### src/hw/rtl/dqcg_pkg.sv
`default_nettype none
// ----------------------------------------------------------------------------
// Decal quad corner generator package
// Widths, fixed-point constants and the shared root/divide unit types.
// ----------------------------------------------------------------------------
package dqcg_pkg;

  localparam int unsigned COORD_W     = 16;
  localparam int unsigned SIZE_W      = 16;
  localparam int unsigned COUNT_W     = 5;
  localparam int unsigned SLOT_W      = 4;
  localparam int unsigned SZ_W        = 22;
  localparam int unsigned SIZE_SCALE  = 50;
  localparam int unsigned MAX_DECALS  = 16;
  localparam logic [COUNT_W-1:0] LIMIT_CAP =
    COUNT_W'((MAX_DECALS > 31) ? 31 : MAX_DECALS);
  localparam logic [COUNT_W-1:0] LIMIT_RESET = COUNT_W'(16);

  localparam int signed FLAT_Y_LIMIT = 16220;
  localparam int unsigned ONE_Q14    = 16384;
  localparam int unsigned Q14_BITS   = 14;
  localparam int unsigned DIR_SHIFT  = 28;
  localparam int unsigned FRAC_BITS  = 22;
  localparam int unsigned NRM_SHIFT  = 9;

  localparam int unsigned SQ_W    = 32;
  localparam int unsigned ROOT_Q_W = 30;
  localparam int unsigned DIR_W   = 16;
  localparam int unsigned VEC_W   = 17;
  localparam int unsigned MUL_A_W = 18;
  localparam int unsigned MUL_B_W = 23;
  localparam int unsigned PROD_W  = 41;
  localparam int unsigned ACC_W   = 42;
  localparam int unsigned NUM_W   = 46;

  localparam int unsigned ROOT_W     = 61;
  localparam int unsigned DEN2_W     = 31;
  localparam int unsigned RES_W      = 31;
  localparam int unsigned QUO_W      = 15;
  localparam int unsigned STEP_CNT_W = 5;
  localparam int unsigned SQRT_STEPS = 30;
  localparam int unsigned SQRT_TOP   = 58;
  localparam int unsigned DIV_STEPS  = 15;
  localparam int unsigned DIV_SHIFT  = 14;

  typedef enum logic {
    OP_SQRT,
    OP_DIV
  } dqcg_op_e;

  typedef struct packed {
    logic     start;
    dqcg_op_e op;
  } dqcg_req_t;

  typedef struct packed {
    logic busy;
    logic done;
  } dqcg_rsp_t;

endpackage
`default_nettype wire

### src/hw/rtl/dqcg_if.sv
`default_nettype none
// ----------------------------------------------------------------------------
// Decal quad corner generator channels
// Valid/ready interfaces for the configuration, input and corner channels.
// ----------------------------------------------------------------------------
interface dqcg_cfg_if;
  logic       valid;
  logic       ready;
  logic [4:0] shadow_limit;

  modport source (output valid, output shadow_limit, input ready);
  modport sink (input valid, input shadow_limit, output ready);
endinterface

interface dqcg_in_if;
  logic               valid;
  logic               ready;
  logic               func;
  logic signed [15:0] pos_x;
  logic signed [15:0] pos_y;
  logic signed [15:0] pos_z;
  logic signed [15:0] norm_x;
  logic signed [15:0] norm_y;
  logic signed [15:0] norm_z;
  logic        [15:0] decal_size;

  modport source (output valid, output func, output pos_x, output pos_y, output pos_z,
                  output norm_x, output norm_y, output norm_z, output decal_size,
                  input ready);
  modport sink (input valid, input func, input pos_x, input pos_y, input pos_z,
                input norm_x, input norm_y, input norm_z, input decal_size,
                output ready);
endinterface

interface dqcg_out_if;
  logic               valid;
  logic               ready;
  logic        [1:0]  corner_index;
  logic        [3:0]  slot_index;
  logic signed [15:0] corner_x;
  logic signed [15:0] corner_y;
  logic signed [15:0] corner_z;
  logic               saturated;
  logic               last_corner;

  modport source (output valid, output corner_index, output slot_index, output corner_x,
                  output corner_y, output corner_z, output saturated, output last_corner,
                  input ready);
  modport sink (input valid, input corner_index, input slot_index, input corner_x,
                input corner_y, input corner_z, input saturated, input last_corner,
                output ready);
endinterface
`default_nettype wire

### src/hw/rtl/decal_quad_corner_generator_core.sv
`default_nettype none
// ----------------------------------------------------------------------------
// Decal quad corner generator core
// Builds the four corners of a surface-aligned square decal from a point,
// a Q2.14 normal and a Q8.8 half size, one corner per output transaction.
//
//   channel  dir  handshake    payload
//   cfg_i    in   valid/ready  shadow_limit
//   in_i     in   valid/ready  func, pos_x/y/z, norm_x/y/z, decal_size
//   out_o    out  valid/ready  corner_index, slot_index, corner_x/y/z, flags
//
// New-frame and dropped add transactions end in the idle state; a flat normal
// goes straight to the corners, a degenerate one after the squares, and a
// general normal after the two 30-step square roots and four 15-step divisions
// of the shared root/divide unit. Input ready is high only between transactions.
// A stalled output holds the sequencer before each corner load. No reset sweep.
// ----------------------------------------------------------------------------
module decal_quad_corner_generator_core (
  input  logic        clk_i,
  input  logic        rst_ni,
  dqcg_cfg_if.sink    cfg_i,
  dqcg_in_if.sink     in_i,
  dqcg_out_if.source  out_o
);
  import dqcg_pkg::*;

  localparam logic [2:0] ST_IDLE   = 3'd0;
  localparam logic [2:0] ST_SQ     = 3'd1;
  localparam logic [2:0] ST_SQRT_L = 3'd2;
  localparam logic [2:0] ST_SQRT_N = 3'd3;
  localparam logic [2:0] ST_DIV    = 3'd4;
  localparam logic [2:0] ST_UMUL   = 3'd5;
  localparam logic [2:0] ST_CORNER = 3'd6;
  localparam logic [2:0] ST_EMIT   = 3'd7;

  localparam logic [1:0] DIV_CX = 2'd0;
  localparam logic [1:0] DIV_CZ = 2'd1;
  localparam logic [1:0] DIV_S  = 2'd2;
  localparam logic [1:0] DIV_C  = 2'd3;

  localparam logic [1:0] CORNER_LAST = 2'd3;

  localparam logic signed [VEC_W-1:0] VEC_ONE = VEC_W'(ONE_Q14);

  function automatic logic signed [VEC_W-1:0] pick3(
    input logic signed [VEC_W-1:0] a,
    input logic signed [VEC_W-1:0] b,
    input logic signed [VEC_W-1:0] c,
    input logic [1:0]              idx
  );
    logic signed [VEC_W-1:0] r;
    case (idx)
      2'd0:    r = a;
      2'd1:    r = b;
      default: r = c;
    endcase
    return r;
  endfunction

  function automatic logic signed [VEC_W-1:0] neg_round_q14(
    input logic signed [PROD_W-1:0] p
  );
    logic [PROD_W-1:0] m;
    logic [PROD_W-1:0] q;
    m = p[PROD_W-1] ? PROD_W'(-p) : PROD_W'(p);
    q = (m + PROD_W'(ONE_Q14 / 2)) >> Q14_BITS;
    return p[PROD_W-1] ? VEC_W'(q) : VEC_W'(-q);
  endfunction

  function automatic logic [COORD_W:0] to_coord(
    input logic signed [COORD_W-1:0] pos,
    input logic signed [COORD_W-1:0] nrm,
    input logic signed [PROD_W-1:0]  prod
  );
    logic [ACC_W-1:0]           v;
    logic [ACC_W-FRAC_BITS-1:0] q;
    logic                       sat;
    logic [COORD_W-1:0]         c;
    v = (ACC_W'(pos) << FRAC_BITS) + (ACC_W'(nrm) << NRM_SHIFT) + ACC_W'(prod)
        + (ACC_W'(1) << (FRAC_BITS - 1));
    q = v[ACC_W-1:FRAC_BITS];
    sat = (q[ACC_W-FRAC_BITS-1:COORD_W-1] != '0) && (q[ACC_W-FRAC_BITS-1:COORD_W-1] != '1);
    if (sat) begin
      c = q[ACC_W-FRAC_BITS-1] ? {1'b1, {(COORD_W-1){1'b0}}} : {1'b0, {(COORD_W-1){1'b1}}};
    end else begin
      c = q[COORD_W-1:0];
    end
    return {sat, c};
  endfunction

  logic [2:0]               state_q, state_d;
  logic [1:0]               cnt_q, cnt_d;
  logic                     launched_q, launched_d;
  logic [1:0]               div_idx_q, div_idx_d;
  logic [1:0]               corner_q, corner_d;
  logic [COUNT_W-1:0]       count_q, count_d;
  logic [COUNT_W-1:0]       limit_q, limit_d;
  logic [COUNT_W-1:0]       eff_limit;

  logic signed [COORD_W-1:0] pos_q [3], pos_d [3];
  logic signed [COORD_W-1:0] nrm_q [3], nrm_d [3];
  logic [SZ_W-1:0]           sz_q, sz_d;
  logic [SQ_W-1:0]           acc_q, acc_d;
  logic [SQ_W-1:0]           l2_q, l2_d;
  logic [SQ_W-1:0]           n2_q, n2_d;
  logic [ROOT_Q_W-1:0]       lq_q, lq_d;
  logic [ROOT_Q_W-1:0]       nq_q, nq_d;
  logic signed [DIR_W-1:0]   cx_q, cx_d;
  logic signed [DIR_W-1:0]   cz_q, cz_d;
  logic signed [DIR_W-1:0]   s_q, s_d;
  logic signed [DIR_W-1:0]   c_q, c_d;
  logic signed [VEC_W-1:0]   u0_q, u0_d;
  logic signed [VEC_W-1:0]   u2;
  logic signed [VEC_W-1:0]   va_q [3], va_d [3];
  logic signed [VEC_W-1:0]   vb_q [3], vb_d [3];
  logic signed [COORD_W-1:0] crd_q [3], crd_d [3];
  logic [2:0]                sat_q, sat_d;

  logic signed [MUL_A_W-1:0] mul_a;
  logic signed [MUL_B_W-1:0] mul_b;
  logic signed [PROD_W-1:0]  mul_p;
  logic signed [PROD_W-1:0]  prod_q;
  logic signed [VEC_W-1:0]   vsel;
  logic [COORD_W:0]          fin;
  logic [1:0]                fin_idx;

  dqcg_req_t                 unit_req;
  dqcg_rsp_t                 unit_rsp;
  logic [ROOT_W-1:0]         unit_a;
  logic [DEN2_W-1:0]         unit_b;
  logic [RES_W-1:0]          unit_res;
  logic signed [DIR_W-1:0]   dnum;
  logic [DIR_W-1:0]          dmag;
  logic [ROOT_Q_W-1:0]       dden;
  logic [NUM_W-1:0]          dm;
  logic                      dneg;
  logic [DIR_W-1:0]          dq;
  logic signed [DIR_W-1:0]   dval;

  logic                      out_valid_q, out_valid_d;
  logic                      out_free;
  logic                      out_load;
  logic [1:0]                o_corner_q;
  logic [SLOT_W-1:0]         o_slot_q;
  logic signed [COORD_W-1:0] o_x_q, o_y_q, o_z_q;
  logic                      o_sat_q;
  logic                      o_last_q;

  logic                      in_acc;
  logic                      add_ok;

  assign eff_limit = (limit_q < LIMIT_CAP) ? limit_q : LIMIT_CAP;
  assign in_i.ready = (state_q == ST_IDLE);
  assign in_acc = in_i.valid && in_i.ready;
  assign add_ok = in_acc && !in_i.func && (count_q < eff_limit);
  assign cfg_i.ready = 1'b1;
  assign out_free = !out_valid_q || out_o.ready;

  dqcg_root_div u_root_div (
    .clk_i    (clk_i),
    .rst_ni   (rst_ni),
    .req_i    (unit_req),
    .op_a_i   (unit_a),
    .op_b_i   (unit_b),
    .rsp_o    (unit_rsp),
    .result_o (unit_res)
  );

  always_comb begin
    dnum = '0;
    dden = lq_q;
    case (div_idx_q)
      DIV_CX:  begin dnum = nrm_q[0]; dden = lq_q; end
      DIV_CZ:  begin dnum = nrm_q[2]; dden = lq_q; end
      DIV_S:   begin dnum = nrm_q[1]; dden = nq_q; end
      default: begin dnum = '0;       dden = nq_q; end
    endcase
    dmag = dnum[DIR_W-1] ? DIR_W'(-dnum) : DIR_W'(dnum);
    dm   = (div_idx_q == DIV_C) ? (NUM_W'(lq_q) << Q14_BITS) : (NUM_W'(dmag) << DIR_SHIFT);
    dneg = (div_idx_q != DIV_C) && dnum[DIR_W-1];
    dq   = DIR_W'(unit_res[QUO_W-1:0]);
    dval = dneg ? DIR_W'(-dq) : DIR_W'(dq);
  end

  always_comb begin
    unit_req.start = 1'b0;
    unit_req.op    = OP_SQRT;
    unit_a         = '0;
    unit_b         = '0;
    case (state_q)
      ST_SQRT_L: unit_a = ROOT_W'(l2_q) << DIR_SHIFT;
      ST_SQRT_N: unit_a = ROOT_W'(n2_q) << DIR_SHIFT;
      ST_DIV: begin
        unit_req.op = OP_DIV;
        unit_a      = ROOT_W'({dm, 1'b0}) + ROOT_W'(dden);
        unit_b      = DEN2_W'({dden, 1'b0});
      end
      default: ;
    endcase
    if ((state_q == ST_SQRT_L || state_q == ST_SQRT_N || state_q == ST_DIV)
        && !launched_q && !unit_rsp.busy) begin
      unit_req.start = 1'b1;
    end
  end

  always_comb begin
    vsel  = '0;
    mul_a = '0;
    mul_b = '0;
    case (state_q)
      ST_SQ: begin
        vsel  = pick3(VEC_W'(nrm_q[0]), VEC_W'(nrm_q[2]), VEC_W'(nrm_q[1]), cnt_q);
        mul_a = MUL_A_W'(vsel);
        mul_b = MUL_B_W'(vsel);
      end
      ST_UMUL: begin
        mul_a = (cnt_q == 2'd0) ? MUL_A_W'(cx_q) : MUL_A_W'(cz_q);
        mul_b = MUL_B_W'(s_q);
      end
      ST_CORNER: begin
        if (corner_q == 2'd0 || corner_q == 2'd3) begin
          vsel = pick3(vb_q[0], vb_q[1], vb_q[2], cnt_q);
        end else begin
          vsel = pick3(va_q[0], va_q[1], va_q[2], cnt_q);
        end
        mul_a = corner_q[1] ? MUL_A_W'(vsel) : -MUL_A_W'(vsel);
        mul_b = MUL_B_W'(signed'({1'b0, sz_q}));
      end
      default: ;
    endcase
  end

  assign mul_p = PROD_W'(mul_a) * PROD_W'(mul_b);
  assign u2    = neg_round_q14(prod_q);
  assign fin_idx = cnt_q - 2'd1;
  assign fin = to_coord(pos_q[fin_idx], nrm_q[fin_idx], prod_q);

  always_comb begin
    state_d     = state_q;
    cnt_d       = cnt_q;
    launched_d  = launched_q;
    div_idx_d   = div_idx_q;
    corner_d    = corner_q;
    count_d     = count_q;
    limit_d     = limit_q;
    pos_d       = pos_q;
    nrm_d       = nrm_q;
    sz_d        = sz_q;
    acc_d       = acc_q;
    l2_d        = l2_q;
    n2_d        = n2_q;
    lq_d        = lq_q;
    nq_d        = nq_q;
    cx_d        = cx_q;
    cz_d        = cz_q;
    s_d         = s_q;
    c_d         = c_q;
    u0_d        = u0_q;
    va_d        = va_q;
    vb_d        = vb_q;
    crd_d       = crd_q;
    sat_d       = sat_q;
    out_load    = 1'b0;
    out_valid_d = out_valid_q && !out_o.ready;

    if (cfg_i.valid) begin
      limit_d = cfg_i.shadow_limit;
    end
    if (unit_req.start) begin
      launched_d = 1'b1;
    end

    case (state_q)
      ST_IDLE: begin
        if (in_acc && in_i.func) begin
          count_d = '0;
        end
        if (add_ok) begin
          pos_d[0] = in_i.pos_x;
          pos_d[1] = in_i.pos_y;
          pos_d[2] = in_i.pos_z;
          nrm_d[0] = in_i.norm_x;
          nrm_d[1] = in_i.norm_y;
          nrm_d[2] = in_i.norm_z;
          sz_d     = SZ_W'(in_i.decal_size) * SZ_W'(SIZE_SCALE);
          cnt_d    = '0;
          corner_d = '0;
          if (in_i.norm_y > DIR_W'(FLAT_Y_LIMIT)) begin
            va_d[0] = -VEC_ONE;
            va_d[1] = '0;
            va_d[2] = -VEC_ONE;
            vb_d[0] = VEC_ONE;
            vb_d[1] = '0;
            vb_d[2] = -VEC_ONE;
            state_d = ST_CORNER;
          end else begin
            state_d = ST_SQ;
          end
        end
      end
      ST_SQ: begin
        cnt_d = cnt_q + 2'd1;
        case (cnt_q)
          2'd1: acc_d = SQ_W'(prod_q);
          2'd2: l2_d  = acc_q + SQ_W'(prod_q);
          2'd3: begin
            n2_d = l2_q + SQ_W'(prod_q);
            if (l2_q == '0) begin
              for (int i = 0; i < 3; i++) begin
                va_d[i] = '0;
                vb_d[i] = '0;
              end
              corner_d = '0;
              state_d  = ST_CORNER;
            end else begin
              state_d = ST_SQRT_L;
            end
          end
          default: ;
        endcase
      end
      ST_SQRT_L: begin
        if (unit_rsp.done) begin
          lq_d       = unit_res[ROOT_Q_W-1:0];
          launched_d = 1'b0;
          state_d    = ST_SQRT_N;
        end
      end
      ST_SQRT_N: begin
        if (unit_rsp.done) begin
          nq_d       = unit_res[ROOT_Q_W-1:0];
          launched_d = 1'b0;
          div_idx_d  = DIV_CX;
          state_d    = ST_DIV;
        end
      end
      ST_DIV: begin
        if (unit_rsp.done) begin
          launched_d = 1'b0;
          case (div_idx_q)
            DIV_CX:  cx_d = dval;
            DIV_CZ:  cz_d = dval;
            DIV_S:   s_d  = dval;
            default: c_d  = dval;
          endcase
          if (div_idx_q == DIV_C) begin
            cnt_d   = '0;
            state_d = ST_UMUL;
          end else begin
            div_idx_d = div_idx_q + 2'd1;
          end
        end
      end
      ST_UMUL: begin
        cnt_d = cnt_q + 2'd1;
        if (cnt_q == 2'd1) begin
          u0_d = neg_round_q14(prod_q);
        end
        if (cnt_q == 2'd2) begin
          va_d[0] = -VEC_W'(cz_q) - u0_q;
          va_d[1] = -VEC_W'(c_q);
          va_d[2] = VEC_W'(cx_q) - u2;
          vb_d[0] = -VEC_W'(cz_q) + u0_q;
          vb_d[1] = VEC_W'(c_q);
          vb_d[2] = VEC_W'(cx_q) + u2;
          cnt_d    = '0;
          corner_d = '0;
          state_d  = ST_CORNER;
        end
      end
      ST_CORNER: begin
        cnt_d = cnt_q + 2'd1;
        if (cnt_q != 2'd0) begin
          crd_d[fin_idx] = fin[COORD_W-1:0];
          sat_d[fin_idx] = fin[COORD_W];
        end
        if (cnt_q == 2'd3) begin
          cnt_d   = '0;
          state_d = ST_EMIT;
        end
      end
      ST_EMIT: begin
        if (out_free) begin
          out_load    = 1'b1;
          out_valid_d = 1'b1;
          if (corner_q == CORNER_LAST) begin
            count_d = count_q + 1'b1;
            state_d = ST_IDLE;
          end else begin
            corner_d = corner_q + 2'd1;
            state_d  = ST_CORNER;
          end
        end
      end
      default: state_d = ST_IDLE;
    endcase
  end

  always_ff @(posedge clk_i or negedge rst_ni) begin
    if (!rst_ni) begin
      state_q     <= ST_IDLE;
      cnt_q       <= '0;
      launched_q  <= 1'b0;
      div_idx_q   <= DIV_CX;
      corner_q    <= '0;
      count_q     <= '0;
      limit_q     <= LIMIT_RESET;
      out_valid_q <= 1'b0;
    end else begin
      state_q     <= state_d;
      cnt_q       <= cnt_d;
      launched_q  <= launched_d;
      div_idx_q   <= div_idx_d;
      corner_q    <= corner_d;
      count_q     <= count_d;
      limit_q     <= limit_d;
      out_valid_q <= out_valid_d;
    end
  end

  always_ff @(posedge clk_i) begin
    prod_q <= mul_p;
    pos_q  <= pos_d;
    nrm_q  <= nrm_d;
    sz_q   <= sz_d;
    acc_q  <= acc_d;
    l2_q   <= l2_d;
    n2_q   <= n2_d;
    lq_q   <= lq_d;
    nq_q   <= nq_d;
    cx_q   <= cx_d;
    cz_q   <= cz_d;
    s_q    <= s_d;
    c_q    <= c_d;
    u0_q   <= u0_d;
    va_q   <= va_d;
    vb_q   <= vb_d;
    crd_q  <= crd_d;
    sat_q  <= sat_d;
    if (out_load) begin
      o_corner_q <= corner_q;
      o_slot_q   <= count_q[SLOT_W-1:0];
      o_x_q      <= crd_q[0];
      o_y_q      <= crd_q[1];
      o_z_q      <= crd_q[2];
      o_sat_q    <= |sat_q;
      o_last_q   <= (corner_q == CORNER_LAST);
    end
  end

  assign out_o.valid        = out_valid_q;
  assign out_o.corner_index = o_corner_q;
  assign out_o.slot_index   = o_slot_q;
  assign out_o.corner_x     = o_x_q;
  assign out_o.corner_y     = o_y_q;
  assign out_o.corner_z     = o_z_q;
  assign out_o.saturated    = o_sat_q;
  assign out_o.last_corner  = o_last_q;

`ifndef NO_ASSERTIONS
  a_new_frame_clears: assert property (@(posedge clk_i) disable iff (!rst_ni)
    in_acc && in_i.func |=> count_q == '0)
    else $error("new-frame transaction did not clear the decal count");

  a_done_after_launch: assert property (@(posedge clk_i) disable iff (!rst_ni)
    unit_rsp.done |-> launched_q)
    else $error("root/divide unit finished without a launch");

  a_drop_holds_count: assert property (@(posedge clk_i) disable iff (!rst_ni)
    in_acc && !in_i.func && !add_ok |=> $stable(count_q) && state_q == ST_IDLE)
    else $error("add over the limit was not dropped");

  a_count_on_last: assert property (@(posedge clk_i) disable iff (!rst_ni)
    state_q == ST_EMIT && out_free && corner_q == CORNER_LAST
    |=> count_q == COUNT_W'($past(count_q) + 1'b1))
    else $error("decal count did not advance after the last corner");
`endif

endmodule
`default_nettype wire

### src/hw/rtl/dqcg_root_div.sv
`default_nettype none
// ----------------------------------------------------------------------------
// Shared root/divide unit
// One compare-subtract datapath, stepped as a restoring square root (two
// radicand bits per cycle) or a restoring divider (one quotient bit per cycle).
// ----------------------------------------------------------------------------
module dqcg_root_div (
  input  logic                               clk_i,
  input  logic                               rst_ni,
  input  dqcg_pkg::dqcg_req_t                req_i,
  input  logic [dqcg_pkg::ROOT_W-1:0]        op_a_i,
  input  logic [dqcg_pkg::DEN2_W-1:0]        op_b_i,
  output dqcg_pkg::dqcg_rsp_t                rsp_o,
  output logic [dqcg_pkg::RES_W-1:0]         result_o
);
  import dqcg_pkg::*;

  logic                  busy_q, busy_d;
  logic                  done_q, done_d;
  dqcg_op_e              op_q, op_d;
  logic [STEP_CNT_W-1:0] cnt_q, cnt_d;
  logic [ROOT_W-1:0]     rem_q, rem_d;
  logic [ROOT_W-1:0]     aux_q, aux_d;
  logic [ROOT_W-1:0]     step_q, step_d;
  logic [ROOT_W-1:0]     cmp_b;
  logic [ROOT_W-1:0]     diff;
  logic                  ge;

  assign cmp_b = (op_q == OP_SQRT) ? (aux_q | step_q) : step_q;
  assign ge    = rem_q >= cmp_b;
  assign diff  = rem_q - cmp_b;

  always_comb begin
    busy_d = busy_q;
    done_d = 1'b0;
    op_d   = op_q;
    cnt_d  = cnt_q;
    rem_d  = rem_q;
    aux_d  = aux_q;
    step_d = step_q;
    if (busy_q) begin
      if (ge) begin
        rem_d = diff;
      end
      if (op_q == OP_SQRT) begin
        aux_d  = ge ? ((aux_q >> 1) | step_q) : (aux_q >> 1);
        step_d = step_q >> 2;
      end else begin
        aux_d  = {aux_q[ROOT_W-2:0], ge};
        step_d = step_q >> 1;
      end
      if (cnt_q == '0) begin
        busy_d = 1'b0;
        done_d = 1'b1;
      end else begin
        cnt_d = cnt_q - 1'b1;
      end
    end else if (req_i.start) begin
      busy_d = 1'b1;
      op_d   = req_i.op;
      rem_d  = op_a_i;
      aux_d  = '0;
      if (req_i.op == OP_SQRT) begin
        step_d = ROOT_W'(1) << SQRT_TOP;
        cnt_d  = STEP_CNT_W'(SQRT_STEPS - 1);
      end else begin
        step_d = ROOT_W'(op_b_i) << DIV_SHIFT;
        cnt_d  = STEP_CNT_W'(DIV_STEPS - 1);
      end
    end
  end

  always_ff @(posedge clk_i or negedge rst_ni) begin
    if (!rst_ni) begin
      busy_q <= 1'b0;
      done_q <= 1'b0;
      op_q   <= OP_SQRT;
      cnt_q  <= '0;
    end else begin
      busy_q <= busy_d;
      done_q <= done_d;
      op_q   <= op_d;
      cnt_q  <= cnt_d;
    end
  end

  always_ff @(posedge clk_i) begin
    rem_q  <= rem_d;
    aux_q  <= aux_d;
    step_q <= step_d;
  end

  assign rsp_o.busy = busy_q;
  assign rsp_o.done = done_q;
  assign result_o   = aux_q[RES_W-1:0];

endmodule
`default_nettype wire
### src/flat_wrapper.sv
// flat-port wrapper written by rule: the top's interface ports become plain ports
module decal_quad_corner_generator_core_flat import dqcg_pkg::*;
  (clk_i, rst_ni, cfg_i_valid, cfg_i_shadow_limit, cfg_i_ready, in_i_valid, in_i_func, in_i_pos_x, in_i_pos_y, in_i_pos_z, in_i_norm_x, in_i_norm_y, in_i_norm_z, in_i_decal_size, in_i_ready, out_o_valid, out_o_corner_index, out_o_slot_index, out_o_corner_x, out_o_corner_y, out_o_corner_z, out_o_saturated, out_o_last_corner, out_o_ready);
  dqcg_cfg_if cfg_i_i ();
  dqcg_in_if in_i_i ();
  dqcg_out_if out_o_i ();
  input  logic clk_i;
  input  logic rst_ni;
  input wire logic [$bits(cfg_i_i.valid)-1:0] cfg_i_valid;
  input wire logic [$bits(cfg_i_i.shadow_limit)-1:0] cfg_i_shadow_limit;
  output wire logic [$bits(cfg_i_i.ready)-1:0] cfg_i_ready;
  input wire logic [$bits(in_i_i.valid)-1:0] in_i_valid;
  input wire logic [$bits(in_i_i.func)-1:0] in_i_func;
  input wire logic [$bits(in_i_i.pos_x)-1:0] in_i_pos_x;
  input wire logic [$bits(in_i_i.pos_y)-1:0] in_i_pos_y;
  input wire logic [$bits(in_i_i.pos_z)-1:0] in_i_pos_z;
  input wire logic [$bits(in_i_i.norm_x)-1:0] in_i_norm_x;
  input wire logic [$bits(in_i_i.norm_y)-1:0] in_i_norm_y;
  input wire logic [$bits(in_i_i.norm_z)-1:0] in_i_norm_z;
  input wire logic [$bits(in_i_i.decal_size)-1:0] in_i_decal_size;
  output wire logic [$bits(in_i_i.ready)-1:0] in_i_ready;
  output wire logic [$bits(out_o_i.valid)-1:0] out_o_valid;
  output wire logic [$bits(out_o_i.corner_index)-1:0] out_o_corner_index;
  output wire logic [$bits(out_o_i.slot_index)-1:0] out_o_slot_index;
  output wire logic [$bits(out_o_i.corner_x)-1:0] out_o_corner_x;
  output wire logic [$bits(out_o_i.corner_y)-1:0] out_o_corner_y;
  output wire logic [$bits(out_o_i.corner_z)-1:0] out_o_corner_z;
  output wire logic [$bits(out_o_i.saturated)-1:0] out_o_saturated;
  output wire logic [$bits(out_o_i.last_corner)-1:0] out_o_last_corner;
  input wire logic [$bits(out_o_i.ready)-1:0] out_o_ready;
  assign cfg_i_i.valid = cfg_i_valid;
  assign cfg_i_i.shadow_limit = cfg_i_shadow_limit;
  assign cfg_i_ready = cfg_i_i.ready;
  assign in_i_i.valid = in_i_valid;
  assign in_i_i.func = in_i_func;
  assign in_i_i.pos_x = in_i_pos_x;
  assign in_i_i.pos_y = in_i_pos_y;
  assign in_i_i.pos_z = in_i_pos_z;
  assign in_i_i.norm_x = in_i_norm_x;
  assign in_i_i.norm_y = in_i_norm_y;
  assign in_i_i.norm_z = in_i_norm_z;
  assign in_i_i.decal_size = in_i_decal_size;
  assign in_i_ready = in_i_i.ready;
  assign out_o_valid = out_o_i.valid;
  assign out_o_corner_index = out_o_i.corner_index;
  assign out_o_slot_index = out_o_i.slot_index;
  assign out_o_corner_x = out_o_i.corner_x;
  assign out_o_corner_y = out_o_i.corner_y;
  assign out_o_corner_z = out_o_i.corner_z;
  assign out_o_saturated = out_o_i.saturated;
  assign out_o_last_corner = out_o_i.last_corner;
  assign out_o_i.ready = out_o_ready;
  decal_quad_corner_generator_core u_core (.clk_i(clk_i), .rst_ni(rst_ni), .cfg_i(cfg_i_i), .in_i(in_i_i), .out_o(out_o_i));
endmodule
### config.mk
export PLATFORM = sky130hd
export DESIGN_NAME = decal_quad_corner_generator_core_flat
export DESIGN_NICKNAME = d
export VERILOG_FILES = /design/src/hw/rtl/dqcg_pkg.sv /design/src/hw/rtl/dqcg_if.sv /design/src/hw/rtl/decal_quad_corner_generator_core.sv /design/src/hw/rtl/dqcg_root_div.sv /design/src/flat_wrapper.sv
export SDC_FILE = /design/constraint.sdc
export NUM_CORES = 2
export LEC_CHECK = 0
export BUFFER_PORTS_ARGS = -buffer_cell sky130_fd_sc_hd__buf_2
export CAP_MARGIN = 15
export CORE_AREA = 3 3 534 404
export CTS_CLUSTER_SIZE = 28
export DETAILED_ROUTE_END_ITERATION = 6
export DIE_AREA = 0 0 537 407
export HOLD_SLACK_MARGIN = 0.03
export SETUP_SLACK_MARGIN = 0.4
export SLEW_MARGIN = 20
export SYNTH_ARGS = -nofsm -noshare
export SYNTH_HDL_FRONTEND = slang
export SYNTH_SLANG_ARGS = --single-unit
### constraint.sdc
create_clock -name clk_i -period 56.5 [get_ports clk_i]
set_clock_uncertainty 0.15 [all_clocks]
set_input_delay 5.65 -clock clk_i [delete_from_list [all_inputs] [get_ports clk_i]]
set_output_delay 5.65 -clock clk_i [all_outputs]
set_load 0.02 [all_outputs]
==> impl_metrics.py <==
metrics = {
    "timing": {
        "final-setup-viol-count": 0,
        "finalCritPeriodShare_pct": 20.0,
        "post-route-min-period_ns": 11.28,
        "hold_viol_final": 0,
        "tightest_slew_ns": 1.12,
        "fmax_ghz": 0.0887,
        "rsz0062_at_grt": "no",
        "slew_headroom_pct": 24.7,
        "fin_tns_setup_ns": 0,
        "slew_viol_final": 0,
    },
    "finish": {
        "fin_nets": 7362,
        "utilization_pct": 33.4,
        "fillers": 21343,
        "area.growth.synth_to_final_pct": 11.4,
        "drive_above_1_share_pct": 7.96,
    },
    "worst_setup_path": {
        "critPathRequiredTime_ns": 56.96,
        "path_class": "reg2reg",
        "rr_startpoint": "u_core.cnt_q[0]$_DFFE_PN0P_",
        "ff2ff_setup_slack_ns": 45.22,
        "reg2reg_depth": 39,
        "cpMaxStageDelayCell": "fa_1",
        "crit_path_end": "u_core.prod_q[40]$_DFF_P_",
        "crit_top_cell": "fa_1",
        "worstPathMaxFanout": 34,
        "critPathLaunchType": "flop",
        "arrival_ns": 11.74,
        "worstSetupStartpoint": "u_core.cnt_q[0]$_DFFE_PN0P_",
        "regToRegEndpoint": "u_core.prod_q[40]$_DFF_P_",
        "endpoint_kind": "flop",
        "slowest_delay_ns": 0.57,
    },
    "worst_hold_path": {
        "hold-path-cell-count": 0,
        "hold_class": "reg2reg",
    },
    "synth": {
        "syn_inst": 6285,
        "synth_fp_nets": 7279,
        "yosys_warnings": 0,
        "synth_seq_cells": 810,
        "synth_top_area_share_pct": 35.2,
        "yosysSeqAreaShare_pct": 37.7,
        "synth-edff-count": 740,
        "synthesis.area_um2": 63100,
        "synth_flop_cell": "edfxtp_1",
        "synthTopCellsByArea": "edfxtp_1, fa_1, ha_1",
        "syn-mean-instance-area_um2": 10.0,
        "synth_cell_types": 91,
        "synthArstFlopShare_pct": 3.58,
        "synthTopCellsByCount": "edfxtp_1, inv_1, nand2_1, fa_1, nor2_1",
        "yosysTopAreaCell": "edfxtp_1",
        "synth.most_common_cell": "edfxtp_1",
    },
    "power": {
        "combPwrFrac_pct": 2.9,
        "p_per_area_nw_per_um2": 18.4,
        "p_leak_nw": 30.5,
        "switching_share_pct": 22.6,
        "peakVddDrop_mv": 0.0221,
        "clockPowerShare_pct": 46.9,
        "power.switching_uw": 292,
        "seqPwrFrac_pct": 50.2,
        "intPower_uw": 999,
    },
    "floorplan": {
        "die_area_um2": 219000,
        "coreArea_um2": 211000,
        "start_util_pct": 30.0,
        "placementRows": 146,
        "die_x_um": 537,
        "pin_count": 182,
        "die_h_um": 407,
    },
    "drt": {
        "viasPerCell": 5.19,
        "drtIter0Drc": 4866,
        "finalWirelength_mm": 197,
        "drc": 14,
        "detail_route.wl_per_cell_um": 21.3,
        "num_vias": 48092,
        "antenna_left": 0,
        "first_pass_iters": 7,
    },
    "cts": {
        "ctsRootBufferMaster": "clkbuf_16",
        "cts_resized": 0,
        "hold_buffers": 0,
        "cts_buffer_depth": 3,
        "htreeDepth": 3,
        "numCtsBuffers": 87,
        "path_clk_slew_ns": 0.07,
        "clkLatencyLatePin_ns": 0.75,
        "clock-sinks": 810,
        "postCtsSetupRepairBufs": 0,
        "cts_tree": "yes",
    },
    "global_route": {
        "antenna_found_initial": 9,
        "grt_usage_pct": 17.9,
        "grt_pass1_vias": 47059,
        "grt_pass1_wl_mm": 299,
        "grt_max_degree": 90,
        "grt_overflow_total": 0,
    },
    "placement": {
        "portBuffers": 180,
        "place_congestion": 0.969,
        "hpwl_mm": 150,
    },
    "job": {
        "cap_violations": 0,
    },
    "run_status": {
        "violations": "design-rule violations",
        "outcome": "complete, but fails checks",
    },
}
-- flip-flops by register name, summed over array words and instances (netlist names), 17 cells and up --
name                      count
u_core.u_root_div.aux_q      61
u_core.u_root_div.rem_q      61
u_core.u_root_div.step_q     59
u_core.vb_q                  50
u_core.crd_q                 48
u_core.nrm_q                 48
u_core.pos_q                 48
u_core.va_q                  48
u_core.prod_q                41
u_core.acc_q                 32
u_core.l2_q                  32
u_core.n2_q                  32
u_core.lq_q                  30
u_core.nq_q                  30
u_core.sz_q                  21
u_core.u0_q                  17
-- placed cells by master, fill, tap and decap left out, types with 16 or more instances in the layout --
master     count
edfxtp_1     740
inv_1        700
nand2_1      678
fa_1         448
nor2_1       430
ha_1         419
a21oi_1      349
o21ai_0      312
xnor2_1      236
buf_2        181
a21o_1       139
nor2b_1      138
xor2_1       123
nand3_1      117
mux2i_1      113
and2_1       111
clkbuf_16     87
nor3_1        84
buf_4         84
and3_1        67
o21bai_1      62
nand2b_1      48
a22oi_1       42
a31oi_1       42
dfxtp_1       41
nand4_1       38
a211oi_1      34
nor4_1        32
mux2_2        29
o22ai_1       29
o21a_1        27
dfrtp_1       25
or3_1         23
a221o_1       23
o31ai_1       22
a221oi_1      19
o211ai_1      17
a222oi_1      16
-- power groups by stage --
| stage | registers (mW) | logic [mW] | clock network, mW |
|---|---|---|---|
| after floorplan | 0.661 | 0.0242 | 0 |
| after global placement | 0.661 | 0.0369 | 0 |
| after detailed placement | 0.661 | 0.0375 | 0 |
| after CTS | 0.648 | 0.0379 | 0.619 |
| after global routing | 0.648 | 0.0422 | 0.644 |
| final | 0.648 | 0.0370 | 0.606 |
-- metal layers --
metal  vias up  track usage (%)  wire [um]
li1      21883                -          -
met1     23870             26.3      90100
met2      2040             26.3      82700
met3       295             3.95      18200
met4         4             4.87       5810
met5         -                0         26
-- stage by stage --
stage | instance area, um^2 | hold WS (ns) | instances | power (mW) | worst slack, ns
2_1_floorplan | 63100 | 0.250 | 6285 | 0.685 | 28.67
3_3_place_gp | 67300 | 0.252 | 9089 | 0.698 | 45.49
3_5_place_dp | 67300 | 0.255 | 9090 | 0.699 | 45.34
4_1_cts | 70200 | 0.240 | 9253 | 1.30 | 45.33
5_1_grt | 70300 | 0.267 | 9254 | 1.33 | 44.54
6_report | 70300 | 0.247 | 9258 | 1.29 | 45.22
-- kinds of logic (layout without fill, tap and decap cells) --
family,after synthesis,count (layout),share of synthesized area (%)
AO/OA/AOI/OAI,1280,1280,12.9
XOR/XNOR,361,361,5.04
adder cells (fa/ha/maj),871,871,22.6
buffers and inverters,974,1131,5.81
flip-flops,810,810,37.7
multiplexers,143,143,2.33
other,1,5,0.00594
AND/OR/NAND/NOR,1845,1845,13.7
-- layout make-up --
class | count | area, um^2 | share of cell area [%]
inverters | 702 | 2640 | 3.75
diodes | 4 | 10.0 | 0.0142
flip-flops and latches | 810 | 23800 | 33.8
clock inverters | 67 | 749 | 1.07
well taps | 2812 | 3520 | 5.01
repair buffers | 266 | 1540 | 2.19
clock buffers | 96 | 2210 | 3.15
multi-input cells | 4501 | 35800 | 51.0
-- worst min path at each step --
stage | endpoint | start | slack (ns)
3_5_place_dp | u_core.out_o.corner_y[5]$_DFFE_PP_ | u_core.crd_q[21]$_DFFE_PP_ | 0.25
5_1_grt | u_core.out_o.corner_y[1]$_DFFE_PP_ | u_core.crd_q[17]$_DFFE_PP_ | 0.27
2_1_floorplan | u_core.out_o.corner_x[0]$_DFFE_PP_ | u_core.crd_q[32]$_DFFE_PP_ | 0.25
6_report | u_core.out_o.corner_y[1]$_DFFE_PP_ | u_core.crd_q[17]$_DFFE_PP_ | 0.25
4_1_cts | u_core.out_o.corner_y[1]$_DFFE_PP_ | u_core.crd_q[17]$_DFFE_PP_ | 0.24
3_3_place_gp | u_core.out_o.corner_y[6]$_DFFE_PP_ | u_core.crd_q[22]$_DFFE_PP_ | 0.25
-- worst max-delay path, delay by kind of cell, from the launching register on --
family	cells	cell delay (ns)
buffers and inverters	8	1.42
adder cells (fa/ha/maj)	8	3.90
flip-flops	1	0.50
AO/OA/AOI/OAI	16	3.44
AND/OR/NAND/NOR	5	1.38
XOR/XNOR	2	0.33
No activity file was read; power rests on OpenSTA's default activity.
